**config.mk**
```make
export PLATFORM = sky130hd
export DESIGN_NAME = qphs_ctrl
export DESIGN_NICKNAME = d
export VERILOG_FILES = /design/src/design/qphs_pkg.sv /design/src/design/qphs_ctrl.sv
export SDC_FILE = /design/constraint.sdc
export NUM_CORES = 1
export LEC_CHECK = 0
export BUFFER_PORTS_ARGS = -buffer_cell sky130_fd_sc_hd__buf_4
export CORE_UTILIZATION = 45
export CTS_CLUSTER_DIAMETER = 80
export DETAILED_ROUTE_END_ITERATION = 8
export PLACE_DENSITY = 0.78
export SLEW_MARGIN = 40
export SYNTH_ARGS = -nofsm -noshare
export SYNTH_HDL_FRONTEND = slang
export SYNTH_SLANG_ARGS = --single-unit
```
**constraint.sdc**
```tcl
create_clock -name clk -period 1.73 [get_ports clk]
set_input_delay 0.0865 -clock clk [delete_from_list [all_inputs] [get_ports clk]]
set_output_delay 0.0865 -clock clk [all_outputs]
set_load 0.02 [all_outputs]
```
**src/design/qphs_pkg.sv**
```systemverilog
package qphs_pkg;

    // Sizes of the stores.
    localparam int MAX_BUCKETS   = 256;
    localparam int HEAP_BYTES    = 4096;
    localparam int MAX_KEY_BYTES = 64;

    localparam int BKT_W   = $clog2(MAX_BUCKETS);
    localparam int NB_W    = BKT_W + 1;
    localparam int HEAP_AW = $clog2(HEAP_BYTES);
    localparam int CAP_W   = HEAP_AW + 1;
    localparam int KEY_AW  = $clog2(MAX_KEY_BYTES);
    localparam int LEN_W   = KEY_AW + 1;
    localparam int HASH_W  = 32;
    localparam int HASH_CW = $clog2(HASH_W);

    // Configuration port.
    localparam int CFG_NB_W  = 9;
    localparam int CFG_CAP_W = 13;
    localparam int CFG_DW    = 13;
    localparam int CFG_IW    = 1;
    localparam logic [CFG_IW-1:0] CFG_BUCKET_COUNT  = 1'b0;
    localparam logic [CFG_IW-1:0] CFG_HEAP_CAPACITY = 1'b1;
    localparam logic [CFG_NB_W-1:0]  NB_RESET  = 9'd256;
    localparam logic [CFG_CAP_W-1:0] CAP_RESET = 13'd4096;
    localparam logic [CAP_W-1:0]     CAP_MIN   = CAP_W'(2);

    typedef enum logic [2:0] {
        ST_OK        = 3'd0,
        ST_NOT_FOUND = 3'd1,
        ST_NO_SPACE  = 3'd2,
        ST_FULL      = 3'd3,
        ST_TOO_LONG  = 3'd4
    } status_t;

    typedef enum logic [3:0] {
        S_IDLE,
        S_START,
        S_MOD,
        S_PROBE,
        S_OFF,
        S_CMP_RD,
        S_CMP_CHK,
        S_CPY_RD,
        S_CPY_WR,
        S_DONE
    } state_t;

    typedef struct packed {
        logic    intake_en;
        logic    key_clear;
        logic    mod_start;
        logic    mod_step;
        logic    next_probe;
        logic    claim;
        logic    off_rd;
        logic    off_load;
        logic    cmp_rd;
        logic    k_inc;
        logic    cpy_rd;
        logic    cpy_wr;
        logic    ap_advance;
        logic    out_load;
        status_t out_status;
    } cmd_t;

    typedef struct packed {
        logic last_fire;
        logic too_long;
        logic req_find;
        logic room_ok;
        logic mod_last;
        logic bucket_used;
        logic probe_last;
        logic past_cap;
        logic byte_eq;
        logic k_last;
        logic out_busy;
    } sts_t;

endpackage

```
**src/design/qphs_ctrl.sv**
```systemverilog
module qphs_ctrl (
    input  logic           clk,
    input  logic           rst_n,
    input  qphs_pkg::sts_t sts,
    output qphs_pkg::cmd_t cmd
);

    qphs_pkg::state_t  state_reg, state_next;
    qphs_pkg::status_t status_reg, status_next;

    // State and result code registers.
    always_ff @(posedge clk or negedge rst_n)
    begin
        if (!rst_n)
        begin
            state_reg  <= qphs_pkg::S_IDLE;
            status_reg <= qphs_pkg::ST_OK;
        end
        else
        begin
            state_reg  <= state_next;
            status_reg <= status_next;
        end
    end

    // Next state and the result code to report.
    always_comb
    begin
        state_next  = state_reg;
        status_next = status_reg;
        unique case (state_reg)
            qphs_pkg::S_IDLE:
            begin
                if (sts.last_fire)
                begin
                    if (sts.too_long)
                    begin
                        status_next = qphs_pkg::ST_TOO_LONG;
                        state_next  = qphs_pkg::S_DONE;
                    end
                    else
                    begin
                        state_next = qphs_pkg::S_START;
                    end
                end
            end
            qphs_pkg::S_START:
            begin
                if (!sts.req_find && !sts.room_ok)
                begin
                    status_next = qphs_pkg::ST_NO_SPACE;
                    state_next  = qphs_pkg::S_DONE;
                end
                else
                begin
                    state_next = qphs_pkg::S_MOD;
                end
            end
            qphs_pkg::S_MOD:
            begin
                if (sts.mod_last)
                begin
                    state_next = qphs_pkg::S_PROBE;
                end
            end
            qphs_pkg::S_PROBE:
            begin
                if (!sts.req_find)
                begin
                    if (!sts.bucket_used)
                    begin
                        state_next = qphs_pkg::S_CPY_RD;
                    end
                    else if (sts.probe_last)
                    begin
                        status_next = qphs_pkg::ST_FULL;
                        state_next  = qphs_pkg::S_DONE;
                    end
                end
                else if (!sts.bucket_used)
                begin
                    status_next = qphs_pkg::ST_NOT_FOUND;
                    state_next  = qphs_pkg::S_DONE;
                end
                else
                begin
                    state_next = qphs_pkg::S_OFF;
                end
            end
            qphs_pkg::S_OFF:
            begin
                state_next = qphs_pkg::S_CMP_RD;
            end
            qphs_pkg::S_CMP_RD:
            begin
                if (sts.past_cap)
                begin
                    if (sts.probe_last)
                    begin
                        status_next = qphs_pkg::ST_NOT_FOUND;
                        state_next  = qphs_pkg::S_DONE;
                    end
                    else
                    begin
                        state_next = qphs_pkg::S_PROBE;
                    end
                end
                else
                begin
                    state_next = qphs_pkg::S_CMP_CHK;
                end
            end
            qphs_pkg::S_CMP_CHK:
            begin
                if (!sts.byte_eq)
                begin
                    if (sts.probe_last)
                    begin
                        status_next = qphs_pkg::ST_NOT_FOUND;
                        state_next  = qphs_pkg::S_DONE;
                    end
                    else
                    begin
                        state_next = qphs_pkg::S_PROBE;
                    end
                end
                else if (sts.k_last)
                begin
                    status_next = qphs_pkg::ST_OK;
                    state_next  = qphs_pkg::S_DONE;
                end
                else
                begin
                    state_next = qphs_pkg::S_CMP_RD;
                end
            end
            qphs_pkg::S_CPY_RD:
            begin
                state_next = qphs_pkg::S_CPY_WR;
            end
            qphs_pkg::S_CPY_WR:
            begin
                if (sts.k_last)
                begin
                    status_next = qphs_pkg::ST_OK;
                    state_next  = qphs_pkg::S_DONE;
                end
                else
                begin
                    state_next = qphs_pkg::S_CPY_RD;
                end
            end
            qphs_pkg::S_DONE:
            begin
                if (!sts.out_busy)
                begin
                    state_next = qphs_pkg::S_IDLE;
                end
            end
            default:
            begin
                state_next = qphs_pkg::S_IDLE;
            end
        endcase
    end

    // Commands to the datapath.
    always_comb
    begin
        cmd            = '0;
        cmd.out_status = status_reg;
        unique case (state_reg)
            qphs_pkg::S_IDLE:
            begin
                cmd.intake_en = 1'b1;
            end
            qphs_pkg::S_START:
            begin
                cmd.mod_start = sts.req_find || sts.room_ok;
            end
            qphs_pkg::S_MOD:
            begin
                cmd.mod_step = 1'b1;
            end
            qphs_pkg::S_PROBE:
            begin
                if (!sts.req_find)
                begin
                    cmd.claim      = !sts.bucket_used;
                    cmd.next_probe = sts.bucket_used && !sts.probe_last;
                end
                else
                begin
                    cmd.off_rd = sts.bucket_used;
                end
            end
            qphs_pkg::S_OFF:
            begin
                cmd.off_load = 1'b1;
            end
            qphs_pkg::S_CMP_RD:
            begin
                cmd.cmp_rd     = !sts.past_cap;
                cmd.next_probe = sts.past_cap && !sts.probe_last;
            end
            qphs_pkg::S_CMP_CHK:
            begin
                cmd.next_probe = !sts.byte_eq && !sts.probe_last;
                cmd.k_inc      = sts.byte_eq && !sts.k_last;
            end
            qphs_pkg::S_CPY_RD:
            begin
                cmd.cpy_rd = 1'b1;
            end
            qphs_pkg::S_CPY_WR:
            begin
                cmd.cpy_wr     = 1'b1;
                cmd.ap_advance = sts.k_last;
                cmd.k_inc      = !sts.k_last;
            end
            qphs_pkg::S_DONE:
            begin
                cmd.out_load  = !sts.out_busy;
                cmd.key_clear = !sts.out_busy;
            end
            default:
            begin
                cmd.intake_en = 1'b0;
            end
        endcase
    end

endmodule

```
==> out/results.txt <==
Status = finished, violations left
Failing checks = negative setup slack
VDD IR max = 0.00174 V
Vias in the first global route = 1222
Via count = 1339
CTS tree = yes
Worst hold path type = input port to register
Final hold violation count = 0
Critical Path RT = 1.88 ns
WP depth = 7
Total Power = 3.10 mW
Worst-Margin Slew = 0.451 ns
Final net count = 192
WL per Instance = 21.4 µm
Buf/Inv on CP = 3
Routability cong. = 0.931
Final Instance Area = 0.00157 mm²
Reg2reg setup slack = -0.35 ns
Pre-antenna DRT Iters = 5
Max-slew violations = 0
Final setup vio count = 9
Crit path DAT = 2.23 ns
WS Path Type = register to register
Overflow after GRT = 0
First-pass GRT wire length = 5930 µm
Yosys warnings = 0
Initial antenna violation count = 0
Synth-to-layout area growth = 77.9%
CP top delay family = simple AND/OR/NAND/NOR gates
Worst setup SP type = register
Leakage = 0.717 nW
Clk_skew = 0.00873 ns
Worst setup path endpoint = status_reg[1]
RR Startpoint = state_reg[2]
Synth Cell Area = 885 µm²
Count leader, synth = nor2_1
RSZ-0062 raised after global routing = true
TritonCTS Buffers = 3
Top cells by area in the synthesized netlist = dfrtp_1 20%, nor3_1 4.5%, ha_1 4.2%
Max_slew headroom = 70.0%
Die Wd = 46.3 µm
Area after DPL = 0.00129 mm²
Routed wire length = 4280 µm
Largest net degree at the start of global routing = 12
Synthesized area per cell = 7.69 µm²
# fillers = 84
Nature of the critical path endpoint = register
Largest register FFs = 4
Top Ports = 30
Worst R2R Path Depth = 7
Most frequent CP cell = buf_4
Post-synth ARST share = 100%
Fin Setup TNS = -1.35 ns
# port buffers = 29
FF-to-FF End = status_reg[1]
CP max stage cell = or4bb_1
Clk slew on worst S/H paths = 0.06 ns
Number of synthesized flops with an enable pin = 0
# rows = 15
Post-route DRC = 0
Max frequency = 481 MHz
DRT antenna net count = 0
Vias per Instance = 6.70
Diodes inserted = 0
Setup slack after layout = -0.350 ns
Share of the synthesized area in the top cell type = 19.8%
Pwr Density = 1970 mW/mm²
Post-DP HPWL = 2400 µm
Register bit count reported by yosys = 7
CP cell instances = or4bb_1 > o32ai_2 > buf_4 > a2111oi_4 > buf_4 > buf_4 > a32o_2
Clock H-tree levels = 1
Max stage delay on crit path = 0.57 ns
Root Buffer Master = clkbuf_4
Initial DRC count = 92
Clock Latency Late Sink = 0.27 ns
Sequential area share after synthesis = 19.8%
Crit share post-route = 120%
Syn Nets = 131
Fin crit period = 2.08 ns
Unique cell type count in the Yosys netlist = 48
Core area = 0.00178 mm²
# Max-Cap Violations = 0
GRT Resource Usage Total = 39.4%
Share of cells above drive strength 1 = 57.7%
Starting Density = 49.6%
Post-synthesis cell count = 115
Clk sinks = 7
CP Max Fanout = 6
Largest area contributor in the synthesized netlist = dfrtp_1
Clock tree buffer depth = 2
Commonest cells in the synthesized netlist = 9 x nor2_1, 8 x nand2_1, 8 x nor3_1
Synth Flop Type = dfrtp_1
Die ar. = 0.00215 mm²
Die Span Y = 46.3 µm
Critical Path Start = state_reg[2]
through the flow:
| step | instances | worst slack [ns] | hold slack, ns | utilization [%] |
|---|---|---|---|---|
| 6_report | 200 | -0.350 | 0.122 | 88.3 |
| 5_1_grt | 200 | -0.392 | 0.114 | 88.3 |
| 4_1_cts | 195 | -0.203 | 0.0934 | 80.8 |
| 3_5_place_dp | 184 | -0.204 | -0.0976 | 72.4 |
| 3_3_place_gp | 184 | -0.118 | -0.101 | 72.4 |
| 2_1_floorplan | 115 | -0.102 | -0.209 | - |
worst min-delay path by stage:
stage                          to  startpoint  slack (ns)  depth (start not counted)
floorplan            state_reg[0]       rst_n       -0.21                          0
global placement    status_reg[0]       rst_n       -0.10                          1
detailed placement  status_reg[2]       rst_n        -0.1                          1
CTS                  state_reg[3]      sts[0]        0.09                          3
global route         state_reg[3]      sts[0]        0.11                          3
finish               state_reg[3]      sts[0]        0.12                          3
worst reg2reg max path: stages, from the launching register on:
cell,delay [ns]
dfrtp_2,0.46
or4bb_1,0.57
o32ai_2,0.16
buf_4,0.18
a2111oi_4,0.05
buf_4,0.15
buf_4,0.13
a32o_2,0.26
what timing repair did:
action                     4_1_cts  5_1_grt
setup endpoints to repair       11       15
buffers inserted                 6        5
pin swaps                       10        7
resized for setup               18       24
hold endpoints to repair         7        0
hold buffers                     1        0
placed cells by master, fill, tap and decap left out, types with 3 or more instances in the layout:
| cell | count |
|---|---|
| buf_4 | 54 |
| buf_6 | 10 |
| nor2_1 | 9 |
| nand2_1 | 5 |
| o21ai_1 | 5 |
| inv_1 | 4 |
| and2_1 | 4 |
| nor3_1 | 4 |
| a21oi_1 | 4 |
| dfrtp_1 | 4 |
| nand2b_1 | 3 |
| ha_1 | 3 |
| clkbuf_4 | 3 |
| dfrtp_2 | 3 |
power breakdown:
part | total (mW) | switching, mW | internal [mW] | leakage, nW
clock network | 0.161 | 0.0726 | 0.0888 | 0.0150
logic | 2.58 | 1.34 | 1.24 | 0.618
registers | 0.356 | 0.106 | 0.250 | 0.0845
total | 3.10 | 1.52 | 1.58 | 0.717
cell type report:
type | instances | area, µm² | area share (%)
Timing Repair Buffer | 66 | 543 | 34.5
Clock buffer | 4 | 26.3 | 1.67
Multi-Input combinational cell | 92 | 769 | 48.9
Inverter | 6 | 25.0 | 1.59
Sequential cell | 7 | 179 | 11.4
Tap cell | 25 | 31.3 | 1.99
routing by layer:
metal | global-route usage [%] | vias to the layer above | part of all wire (%)
met3 | 11.4 | 40 | 11
met2 | 66.4 | 138 | 46
met4 | 18.8 | 0 | 7.6
li1 | - | 552 | -
met5 | 0 | - | 0
met1 | 44.8 | 609 | 36
kinds of logic after synthesis:
kind of cell | Yosys count | synth area share [%]
buffers and inverters | 16 | 7.78
xor gates and xnor gates | 2 | 1.98
adders and majority gates | 3 | 4.24
and+or+nand+nor | 47 | 30.0
muxes | 2 | 2.40
DFF | 7 | 19.8
AOI/OAI and AO/OA | 38 | 33.8
No activity file was read; power rests on OpenSTA's default activity.
